File: config.mk
export PLATFORM = sky130hd
export DESIGN_NAME = motor_feedback_multiturn_tracker_core_flat
export DESIGN_NICKNAME = d
export VERILOG_FILES = /design/src/rtl/mfmt_pkg.sv /design/src/rtl/mfmt_if.sv /design/src/rtl/motor_feedback_multiturn_tracker_core.sv /design/src/flat_wrapper.sv
export SDC_FILE = /design/constraint.sdc
export NUM_CORES = 1
export LEC_CHECK = 0
export BUFFER_PORTS_ARGS = -buffer_cell sky130_fd_sc_hd__buf_4
export CAP_MARGIN = 40
export CELL_PAD_IN_SITES_DETAIL_PLACEMENT = 0
export CELL_PAD_IN_SITES_GLOBAL_PLACEMENT = 1
export CORE_MARGIN = 5
export CORE_UTILIZATION = 44
export DETAILED_ROUTE_END_ITERATION = 7
export PLACE_DENSITY = 0.73
export SLEW_MARGIN = 25
export SYNTH_ARGS = -nofsm -noshare
export SYNTH_HDL_FRONTEND = slang
export SYNTH_SLANG_ARGS = --single-unit
File: constraint.sdc
create_clock -name clk_i -period 11.7 [get_ports clk_i]
set_input_delay 0.585 -clock clk_i [delete_from_list [all_inputs] [get_ports clk_i]]
set_output_delay 0.585 -clock clk_i [all_outputs]
set_load 0.02 [all_outputs]
File: src/rtl/mfmt_pkg.sv
package mfmt_pkg;

  localparam int NumMotors = 4;
  localparam int MotorIdxW = (NumMotors > 1) ? $clog2(NumMotors) : 1;

  localparam logic [10:0] BaseIdReset = 11'd513;

  localparam logic signed [16:0] TurnUp   = 17'sd4096;
  localparam logic signed [16:0] TurnDown = -17'sd4096;

  localparam int AngleShift = 13;

  typedef enum logic [1:0] {
    ActFrame  = 2'd0,
    ActOffset = 2'd1,
    ActZero   = 2'd2
  } action_e;

  typedef struct packed {
    logic [1:0]  action;
    logic [10:0] frame_id;
    logic [7:0]  data_byte_0;
    logic [7:0]  data_byte_1;
    logic [7:0]  data_byte_2;
    logic [7:0]  data_byte_3;
    logic [7:0]  data_byte_4;
    logic [7:0]  data_byte_5;
    logic [7:0]  data_byte_6;
  } in_item_t;

  typedef struct packed {
    logic [1:0]         motor_index;
    logic [15:0]        angle;
    logic signed [15:0] speed;
    logic signed [15:0] current;
    logic [7:0]         hall;
    logic signed [31:0] round_count;
    logic signed [31:0] accum_angle;
    logic signed [31:0] relative_angle;
  } result_t;

endpackage

File: src/rtl/mfmt_if.sv
interface mfmt_in_if;
  logic        valid;
  logic        ready;
  logic [1:0]  action;
  logic [10:0] frame_id;
  logic [7:0]  data_byte_0;
  logic [7:0]  data_byte_1;
  logic [7:0]  data_byte_2;
  logic [7:0]  data_byte_3;
  logic [7:0]  data_byte_4;
  logic [7:0]  data_byte_5;
  logic [7:0]  data_byte_6;

  modport source (
    output valid, action, frame_id, data_byte_0, data_byte_1, data_byte_2,
           data_byte_3, data_byte_4, data_byte_5, data_byte_6,
    input  ready
  );
  modport sink (
    input  valid, action, frame_id, data_byte_0, data_byte_1, data_byte_2,
           data_byte_3, data_byte_4, data_byte_5, data_byte_6,
    output ready
  );
endinterface

interface mfmt_out_if;
  logic               valid;
  logic               ready;
  logic [1:0]         motor_index;
  logic [15:0]        angle;
  logic signed [15:0] speed;
  logic signed [15:0] current;
  logic [7:0]         hall;
  logic signed [31:0] round_count;
  logic signed [31:0] accum_angle;
  logic signed [31:0] relative_angle;

  modport source (
    output valid, motor_index, angle, speed, current, hall, round_count,
           accum_angle, relative_angle,
    input  ready
  );
  modport sink (
    input  valid, motor_index, angle, speed, current, hall, round_count,
           accum_angle, relative_angle,
    output ready
  );
endinterface

interface mfmt_cfg_if;
  logic        valid;
  logic        ready;
  logic [10:0] base_id;

  modport source (output valid, base_id, input ready);
  modport sink (input valid, base_id, output ready);
endinterface

File: src/rtl/motor_feedback_multiturn_tracker_core.sv
// Channel   Dir   Handshake      Request content
// cfg_i     in    valid/ready    base_id, identifier of motor 0
// in_i      in    valid/ready    action, frame_id, payload bytes 0 to 6
// out_o     out   valid/ready    motor index, unpacked fields, turn count, angles
//
// One request is accepted per cycle unless a stalled result holds s1_q. A request is
// held in s1_q and its result in out_q; the per-motor state registers set the rate.
// Commands and frames for unknown motors pass through s1_q and give no result. A stalled
// result holds only requests that give a result; reset sets all state but s1_q and out_q.
module motor_feedback_multiturn_tracker_core (
  input  logic       clk_i,
  input  logic       rst_ni,
  mfmt_cfg_if.sink   cfg_i,
  mfmt_in_if.sink    in_i,
  mfmt_out_if.source out_o
);
  import mfmt_pkg::*;

  logic [10:0]          base_id_q;
  logic                 s1_valid_q;
  in_item_t             s1_q;
  logic                 out_valid_q;
  result_t              out_q;

  logic [15:0]          angle_q  [NumMotors];
  logic [31:0]          round_q  [NumMotors];
  logic [15:0]          offset_q [NumMotors];
  logic [31:0]          total_q  [NumMotors];
  logic [31:0]          zero_q   [NumMotors];

  logic [11:0]          id_off;
  logic                 hit;
  logic [MotorIdxW-1:0] idx;
  logic [15:0]          ang;
  logic signed [16:0]   ang_diff;
  logic [31:0]          round_d;
  logic [31:0]          total_d;
  logic [31:0]          rel_d;
  logic                 s1_adv;

  assign cfg_i.ready = 1'b1;

  assign id_off   = {1'b0, s1_q.frame_id} - {1'b0, base_id_q};
  assign hit      = (s1_q.action == ActFrame) && !id_off[11] && (id_off < 12'(NumMotors));
  assign idx      = id_off[MotorIdxW-1:0];
  assign ang      = {s1_q.data_byte_0, s1_q.data_byte_1};
  assign ang_diff = $signed({1'b0, ang}) - $signed({1'b0, angle_q[idx]});

  always_comb begin
    if (ang_diff > TurnUp) begin
      round_d = round_q[idx] - 32'd1;
    end else if (ang_diff < TurnDown) begin
      round_d = round_q[idx] + 32'd1;
    end else begin
      round_d = round_q[idx];
    end
  end

  assign total_d = {round_d[31-AngleShift:0], {AngleShift{1'b0}}}
                 + {16'd0, ang} - {16'd0, offset_q[idx]};
  assign rel_d   = total_d - zero_q[idx];

  assign s1_adv     = s1_valid_q && (!hit || !out_valid_q || out_o.ready);
  assign in_i.ready = !s1_valid_q || s1_adv;

  always_ff @(posedge clk_i or negedge rst_ni) begin
    if (!rst_ni) begin
      base_id_q <= BaseIdReset;
    end else if (cfg_i.valid) begin
      base_id_q <= cfg_i.base_id;
    end
  end

  always_ff @(posedge clk_i or negedge rst_ni) begin
    if (!rst_ni) begin
      s1_valid_q <= 1'b0;
    end else if (in_i.ready) begin
      s1_valid_q <= in_i.valid;
    end
  end

  always_ff @(posedge clk_i) begin
    if (in_i.valid && in_i.ready) begin
      s1_q.action      <= in_i.action;
      s1_q.frame_id    <= in_i.frame_id;
      s1_q.data_byte_0 <= in_i.data_byte_0;
      s1_q.data_byte_1 <= in_i.data_byte_1;
      s1_q.data_byte_2 <= in_i.data_byte_2;
      s1_q.data_byte_3 <= in_i.data_byte_3;
      s1_q.data_byte_4 <= in_i.data_byte_4;
      s1_q.data_byte_5 <= in_i.data_byte_5;
      s1_q.data_byte_6 <= in_i.data_byte_6;
    end
  end

  always_ff @(posedge clk_i or negedge rst_ni) begin
    if (!rst_ni) begin
      for (int m = 0; m < NumMotors; m++) begin
        angle_q[m]  <= '0;
        round_q[m]  <= '0;
        offset_q[m] <= '0;
        total_q[m]  <= '0;
        zero_q[m]   <= '0;
      end
    end else if (s1_adv) begin
      case (action_e'(s1_q.action))
        ActFrame: begin
          if (hit) begin
            angle_q[idx] <= ang;
            round_q[idx] <= round_d;
            total_q[idx] <= total_d;
          end
        end
        ActOffset: begin
          for (int m = 0; m < NumMotors; m++) begin
            offset_q[m] <= angle_q[m];
          end
        end
        ActZero: begin
          for (int m = 0; m < NumMotors; m++) begin
            zero_q[m] <= total_q[m];
          end
        end
        default: begin
        end
      endcase
    end
  end

  always_ff @(posedge clk_i or negedge rst_ni) begin
    if (!rst_ni) begin
      out_valid_q <= 1'b0;
    end else if (s1_adv && hit) begin
      out_valid_q <= 1'b1;
    end else if (out_o.ready) begin
      out_valid_q <= 1'b0;
    end
  end

  always_ff @(posedge clk_i) begin
    if (s1_adv && hit) begin
      out_q.motor_index    <= 2'(idx);
      out_q.angle          <= ang;
      out_q.speed          <= $signed({s1_q.data_byte_2, s1_q.data_byte_3});
      out_q.current        <= $signed({s1_q.data_byte_4, s1_q.data_byte_5});
      out_q.hall           <= s1_q.data_byte_6;
      out_q.round_count    <= $signed(round_d);
      out_q.accum_angle    <= $signed(total_d);
      out_q.relative_angle <= $signed(rel_d);
    end
  end

  assign out_o.valid          = out_valid_q;
  assign out_o.motor_index    = out_q.motor_index;
  assign out_o.angle          = out_q.angle;
  assign out_o.speed          = out_q.speed;
  assign out_o.current        = out_q.current;
  assign out_o.hall           = out_q.hall;
  assign out_o.round_count    = out_q.round_count;
  assign out_o.accum_angle    = out_q.accum_angle;
  assign out_o.relative_angle = out_q.relative_angle;

endmodule

File: src/flat_wrapper.sv
// flat-port wrapper written by rule: the top's interface ports become plain ports
module motor_feedback_multiturn_tracker_core_flat import mfmt_pkg::*;
  (clk_i, rst_ni, cfg_i_valid, cfg_i_base_id, cfg_i_ready, in_i_valid, in_i_action, in_i_frame_id, in_i_data_byte_0, in_i_data_byte_1, in_i_data_byte_2, in_i_data_byte_3, in_i_data_byte_4, in_i_data_byte_5, in_i_data_byte_6, in_i_ready, out_o_valid, out_o_motor_index, out_o_angle, out_o_speed, out_o_current, out_o_hall, out_o_round_count, out_o_accum_angle, out_o_relative_angle, out_o_ready);
  mfmt_cfg_if cfg_i_i ();
  mfmt_in_if in_i_i ();
  mfmt_out_if out_o_i ();
  input  logic clk_i;
  input  logic rst_ni;
  input wire logic [$bits(cfg_i_i.valid)-1:0] cfg_i_valid;
  input wire logic [$bits(cfg_i_i.base_id)-1:0] cfg_i_base_id;
  output wire logic [$bits(cfg_i_i.ready)-1:0] cfg_i_ready;
  input wire logic [$bits(in_i_i.valid)-1:0] in_i_valid;
  input wire logic [$bits(in_i_i.action)-1:0] in_i_action;
  input wire logic [$bits(in_i_i.frame_id)-1:0] in_i_frame_id;
  input wire logic [$bits(in_i_i.data_byte_0)-1:0] in_i_data_byte_0;
  input wire logic [$bits(in_i_i.data_byte_1)-1:0] in_i_data_byte_1;
  input wire logic [$bits(in_i_i.data_byte_2)-1:0] in_i_data_byte_2;
  input wire logic [$bits(in_i_i.data_byte_3)-1:0] in_i_data_byte_3;
  input wire logic [$bits(in_i_i.data_byte_4)-1:0] in_i_data_byte_4;
  input wire logic [$bits(in_i_i.data_byte_5)-1:0] in_i_data_byte_5;
  input wire logic [$bits(in_i_i.data_byte_6)-1:0] in_i_data_byte_6;
  output wire logic [$bits(in_i_i.ready)-1:0] in_i_ready;
  output wire logic [$bits(out_o_i.valid)-1:0] out_o_valid;
  output wire logic [$bits(out_o_i.motor_index)-1:0] out_o_motor_index;
  output wire logic [$bits(out_o_i.angle)-1:0] out_o_angle;
  output wire logic [$bits(out_o_i.speed)-1:0] out_o_speed;
  output wire logic [$bits(out_o_i.current)-1:0] out_o_current;
  output wire logic [$bits(out_o_i.hall)-1:0] out_o_hall;
  output wire logic [$bits(out_o_i.round_count)-1:0] out_o_round_count;
  output wire logic [$bits(out_o_i.accum_angle)-1:0] out_o_accum_angle;
  output wire logic [$bits(out_o_i.relative_angle)-1:0] out_o_relative_angle;
  input wire logic [$bits(out_o_i.ready)-1:0] out_o_ready;
  assign cfg_i_i.valid = cfg_i_valid;
  assign cfg_i_i.base_id = cfg_i_base_id;
  assign cfg_i_ready = cfg_i_i.ready;
  assign in_i_i.valid = in_i_valid;
  assign in_i_i.action = in_i_action;
  assign in_i_i.frame_id = in_i_frame_id;
  assign in_i_i.data_byte_0 = in_i_data_byte_0;
  assign in_i_i.data_byte_1 = in_i_data_byte_1;
  assign in_i_i.data_byte_2 = in_i_data_byte_2;
  assign in_i_i.data_byte_3 = in_i_data_byte_3;
  assign in_i_i.data_byte_4 = in_i_data_byte_4;
  assign in_i_i.data_byte_5 = in_i_data_byte_5;
  assign in_i_i.data_byte_6 = in_i_data_byte_6;
  assign in_i_ready = in_i_i.ready;
  assign out_o_valid = out_o_i.valid;
  assign out_o_motor_index = out_o_i.motor_index;
  assign out_o_angle = out_o_i.angle;
  assign out_o_speed = out_o_i.speed;
  assign out_o_current = out_o_i.current;
  assign out_o_hall = out_o_i.hall;
  assign out_o_round_count = out_o_i.round_count;
  assign out_o_accum_angle = out_o_i.accum_angle;
  assign out_o_relative_angle = out_o_i.relative_angle;
  assign out_o_i.ready = out_o_ready;
  motor_feedback_multiturn_tracker_core u_core (.clk_i(clk_i), .rst_ni(rst_ni), .cfg_i(cfg_i_i), .in_i(in_i_i), .out_o(out_o_i));
endmodule
==> results.toml, run 1 <==
[place]
dp_hpwl_um = 59300
place_congestion = 0.895
port_buffers = 240
dpl_cell_area_um2 = 37500

[route]
wl_met3_um = 3930
first_pass_iters = 5
routed-wl-met2_um = 43400
avgViaCountPerCell = 5.43
drc = 0
met1_length_um = 36800
wl_per_cell_um = 20.9
vias = 22533
top_layer_used = "met4"
drtAntennaViolNets = 0
drt_iter0_drc = 1307
totalWireLength_um = 86900

[worst_setup_path]
cp.arrival_ns = 11.22
max_stage_delay_ns = 1.14
critPathKind = "reg2reg"
worst_setup_path_end_kind = "flop"
path_max_fanout = 30
regToRegSetupSlack_ns = 0.86
slowest_stage = "fa_4"
cp-start-kind = "flop"
critical_path_required_ns = 12.08

[clock_network]
cts_buffers = 83
post-cts-setup-buffers = 0
ctsResizeCount = 0
cts_tree = "yes"
cts.sinks = 748
hold_buffers = 1
clk_latency_ns = 0.65
path_clk_slew_ns = 0.06
cts_root_buffer = "clkbuf_16"
htreeDepth = 3
clockBufferDepth = 3

[grt]
first_global_vias = 23644
grt_max_degree = 190
antenna_found_initial = 0
overflow = 0
grt_use_total = 0.209
grt_pass1_wl_um = 137000

[power]
power_density_nw_per_um2 = 181
vdd_ir_drop_max_mv = 0.117
p_leak_nw = 18.4

[finish]
final_util = 0.521
num-nets-final = 3228
drive_above_1_share = 0.254
n_fill_cell = 6684
layout.area.seq_um2 = 19800
final_area_um2 = 40400
multi_input_area_um2 = 13500
area_growth_pct = 17.6
diodes = 0

[yosys]
synth_commonest_cells = "nand2_1, dfrtp_1, mux2_2, edfxtp_1, o21ai_0"
ys_top_cells_by_area = "dfrtp_1, edfxtp_1, mux2_2, mux4_2, nand2_1"
ys_seq_area_frac = 0.578
ys_warn_count = 0
synth_seq_cells = 748
syn_avg_cell_area_um2 = 12.3
synthFlopType = "dfrtp_1"
yosysMostFrequentCell = "nand2_1"
synth_nets = 2973
syn_area_um2 = 34300
async_reset_ff_frac = 0.702
yosysTopAreaCellShare = 0.381
synthCells = 2783
synth_area_leader_cell = "dfrtp_1"
synth-edff-count = 223
synth_cell_types = 88

[timing]
slew_headroom = 0.435
tns_ns = 0
fin_skew_ns = 0.0247
tightest_slew_ns = 0.842
timing.fmax_ghz = 0.0922
setup_viol = 0
maxSlewViolCount = 0
finalHoldViolCount = 0
rsz0062_at_grt = "false"
fin_crit_ns = 10.84
fin_crit_sh = 0.927

[floorplanning]
ioPinCount = 242
core.rowCount = 102
die_area_um2 = 83700
initial_core_util = 0.443
die_w_um = 289
core_area_um2 = 77500
die_y_um = 289

[run]
drv_cap = 0

[min_path]
min_path_type = "in2reg"

[outcome]
run_status = "finished clean"
[registers in the layout (all words and copies together), names as in the netlist, 2 cells and up]
register and flops:
u_core.out_o.round_count 32, u_core.angle_q 64, u_core.s1_q 53, u_core.out_o.hall 8, u_core.base_id_q 11, u_core.round_q 128, u_core.out_o.relative_angle 32, u_core.out_o.speed 16
u_core.out_o.accum_angle 32, u_core.out_o.motor_index 2, u_core.out_o.current 16, u_core.out_o.angle 16, u_core.zero_q 128, u_core.ang 16, u_core.total_q 128, u_core.offset_q 64
[cells in the final DEF, fill, tap and decap left out, drive strengths merged, types with 11 or more instances in the layout]
master / count
and2: 13
o21a: 15
edfxtp: 223
a21oi: 76
buf: 286
a21o: 27
mux4: 95
nor2b: 13
ha: 98
and3: 20
nand4: 16
a211oi: 11
dfrtp: 523
nor2: 60
nor3: 20
inv: 151
clkbuf: 128
a31oi: 13
o21ai: 212
clkinv: 27
nand3: 22
mux2: 262
nand2: 527
xnor2: 65
xor2: 42
[critical path, delay by kind of cell, from the launching register on]
kind | cells | cell delay [ns]
simple gates | 10 | 2.24
xor+xnor | 2 | 0.62
fa+ha+maj | 7 | 3.22
flops | 1 | 0.55
mux | 1 | 0.41
buf+inv | 3 | 0.27
compound gates | 12 | 3.25
[power by group]
group          leakage [nW]  internal [mW]  switching (mW)  total, mW
Clock                  1.33           1.48            1.08       2.56
Sequential             9.34           2.82          0.0265       2.85
Combinational          7.72          0.709            1.18       1.89
Total                  18.4           5.01            2.29       7.30
[cell families after synthesis]
logic type,after synthesis,share of synthesized area
DFF,748,0.578
and+or+nand+nor,745,0.0936
AOI/OAI and AO/OA,438,0.0768
muxes,363,0.150
buffers and inverters,271,0.0308
xor gates and xnor gates,111,0.0307
adders and majority gates,106,0.0401
other,1,0.000109
[through the flow]
stage	instances	hold WS [ns]	power (mW)	setup slack [ns]
3_5_place_dp	3983	0.405	4.77	0.836
3_3_place_gp	3968	0.400	4.72	1.13
6_report	4148	0.108	7.30	0.857
5_1_grt	4148	0.0689	7.66	0.0648
4_1_cts	4139	0.0641	7.37	0.734
2_1_floorplan	2783	0.289	4.19	0.794
[final cells by class]
| type | count | share of cell area |
|---|---|---|
| timing repair buffer | 292 | 0.0610 |
| clock inverter | 31 | 0.00812 |
| clock buffer | 124 | 0.0593 |
| tap | 1040 | 0.0322 |
| sequential | 748 | 0.491 |
| inverter | 149 | 0.0138 |
| multi-input combinational | 1764 | 0.335 |
[layer usage]
layer | global-route usage | vias up
met2 | 0.362 | 531
met1 | 0.271 | 11447
met5 | 0 | -
li1 | - | 10392
met4 | 0.0670 | 0
met3 | 0.0326 | 163
[path summary, 6_finish.rpt]
path | from | end | cells past startpoint
worst max-delay path | u_core.base_id_q[0]$_DFFE_PN1P_ | u_core.out_o.relative_angle[28]$_DFFE_PP_ | 35
worst min-delay path | in_i_data_byte_6[0] | u_core.s1_q[0]$_DFFE_PP_ | 1
worst max register to register | u_core.base_id_q[0]$_DFFE_PN1P_ | u_core.out_o.relative_angle[28]$_DFFE_PP_ | 35
worst min register to register | u_core.s1_q[37]$_DFFE_PP_ | u_core.out_o.speed[13]$_DFFE_PP_ | 0
max in group asynchronous | rst_ni | u_core.zero_q[12]$_DFFE_PN0P_ | 7
min in group asynchronous | rst_ni | u_core.round_q[127]$_DFFE_PN0P_ | 2
Note: power is estimated with default switching activity, not from simulation.
==> run 2, diff against run 1 <==
--- a/config.mk
+++ b/config.mk
@@ -13,6 +13,7 @@
 export CORE_UTILIZATION = 44
 export DETAILED_ROUTE_END_ITERATION = 7
 export PLACE_DENSITY = 0.73
+export RECOVER_POWER = 100
 export SLEW_MARGIN = 25
 export SYNTH_ARGS = -nofsm -noshare
 export SYNTH_HDL_FRONTEND = slang
==> run 2 against run 1 <==
Effect of this change:
- the flow now finishes with violations (capacitance limit, slew limit)
- global-route usage unchanged
- wire length decreased by 0.16%
- final area decreased by 2.6%
- die area unchanged
- critical path depth decreased by 1
- setup slack got worse by 0.049 ns
- first-iteration DRC count decreased by 5.4%
- power decreased by 0.23%
- final cell count unchanged
- sequential power about the same
==> results.toml, run 2 (same netlist as run 1, synthesis figures left out) <==
[grt]
overflow = 0
antenna_found_initial = 0
grt_use_total = 0.209
grt_pass1_wl_um = 137000
grt_max_degree = 190
first_global_vias = 23644

[place]
dpl_cell_area_um2 = 37500
port_buffers = 240
place_congestion = 0.895
dp_hpwl_um = 59300

[timing]
fin_skew_ns = 0.0238
slew_headroom = -2.33
maxSlewViolCount = 1183
fin_crit_ns = 10.89
holdWs_ns = 0.130
tns_ns = 0
finalHoldViolCount = 0
rsz0062_at_grt = "false"
setup_viol = 0
fin_crit_sh = 0.931
tightest_slew_ns = 4.99
timing.fmax_ghz = 0.0918

[worst_setup_path]
regToRegSetupSlack_ns = 0.81
worst_setup_path_end_kind = "flop"
critical_path.most_common_cell = "ha_1"
cp.arrival_ns = 11.27
cp-start-kind = "flop"
slowest_stage = "fa_4"
max_stage_delay_ns = 1.14
crit_end = "u_core.out_o.relative_angle[28]$_DFFE_PP_"
timing.rr.start = "u_core.base_id_q[0]$_DFFE_PN1P_"
critPathKind = "reg2reg"
r2r_end = "u_core.out_o.relative_angle[28]$_DFFE_PP_"
ff2ff_path_depth = 34
crit_start = "u_core.base_id_q[0]$_DFFE_PN1P_"
path_max_fanout = 30
critical_path_required_ns = 12.08

[finish]
reg_top3 = "u_core.round_q: 128 flops, u_core.total_q: 128 flops, u_core.zero_q: 128 flops"
mostFrequentLayoutCells = "nand2_1, dfrtp_1, mux2_2"
final_area_um2 = 39400
diodes = 0
num-nets-final = 3228
area_growth_pct = 14.6
final_util = 0.508
drive_above_1_share = 0.186
final_common_cell = "nand2_1"
n_fill_cell = 6913

[floorplanning]
die_y_um = 289
core_area_um2 = 77500
core.rowCount = 102
ioPinCount = 242
die_area_um2 = 83700
initial_core_util = 0.443
die_w_um = 289

[route]
avgViaCountPerCell = 5.42
drc = 0
drtAntennaViolNets = 0
vias = 22499
totalWireLength_um = 86800
first_pass_iters = 5
wl_per_cell_um = 20.9
drt_iter0_drc = 1237

[power]
p_leak_nw = 17.6
vdd_ir_drop_max_mv = 0.117
power_density_nw_per_um2 = 185
p_total_mw = 7.28

[run]
drv_cap = 28

[clock_network]
clk_latency_ns = 0.65
htreeDepth = 3
cts_tree = "yes"
post-cts-setup-buffers = 0
cts_buffers = 83
clockBufferDepth = 3
path_clk_slew_ns = 0.06
cts.sinks = 748
cts_root_buffer = "clkbuf_16"

[min_path]
hp-start = "in_i_data_byte_6[1]"
min_path_type = "in2reg"

[outcome]
failed_checks = "capacitance limit, slew limit"
run_status = "complete, but fails checks"
## run 2: changes by cell type in the layout (fill, tap and decap cells not counted), sizes merged
cell    change
buf       -262
clkbuf    +262
## run 2: power breakdown
part / internal [mW] / total [mW] / switching, mW / leakage, nW
Combinational: 0.691 / 1.87 / 1.18 / 6.89
Sequential: 2.83 / 2.85 / 0.0262 / 9.34
Clock: 1.48 / 2.56 / 1.08 / 1.33
Total: 5.00 / 7.28 / 2.29 / 17.6
## run 2: metrics by stage
stage / instances / setup WS (ns)
floorplan: 2783 / 0.794
global placement: 3968 / 1.13
detailed placement: 3983 / 0.836
CTS: 4139 / 0.734
global route: 4148 / 0.0480
finish: 4148 / 0.808
## run 2: worst min-delay path by stage
stage,slack (ns),cells after the start,end
4_1_cts,0.06,1,u_core.s1_q[1]$_DFFE_PP_
3_3_place_gp,0.40,0,u_core.out_o.hall[6]$_DFFE_PP_
2_1_floorplan,0.29,0,u_core.angle_q[0]$_DFFE_PN0P_
3_5_place_dp,0.40,0,u_core.out_o.speed[13]$_DFFE_PP_
6_report,0.13,1,u_core.s1_q[1]$_DFFE_PP_
5_1_grt,0.09,1,u_core.s1_q[0]$_DFFE_PP_
## run 2: layer usage
layer,global-route usage,up-vias,routed length (um)
li1,-,10388,-
met1,0.271,11410,36700
met2,0.362,543,43400
met5,0,-,0
met4,0.0670,0,2670
met3,0.0326,158,4030
## run 2: area by class of cell
class	count	area, um^2	share of cell area
repair buffers	292	1510	0.0384
multi-input cells	1764	13400	0.341
well taps	1040	1300	0.0331
clock inverters	31	328	0.00833
flip-flops and latches	748	19800	0.504
inverters	149	559	0.0142
clock buffers	124	2390	0.0608
## run 2: critical path: cells and delay by family, from the launching register on
family                     cells  cell delay (ns)
AOI/OAI and AO/OA             11             3.04
xor gates and xnor gates       3             1.12
adders and majority gates      7             3.25
buffers and inverters          3             0.52
DFF                            1             0.56
muxes                          1             0.39
and+or+nand+nor                9             1.70
## run 2: timing repair
item	4_1_cts	5_1_grt
hold buffers	1	0
hold endpoints to repair	69	0
gates resized for setup	0	0
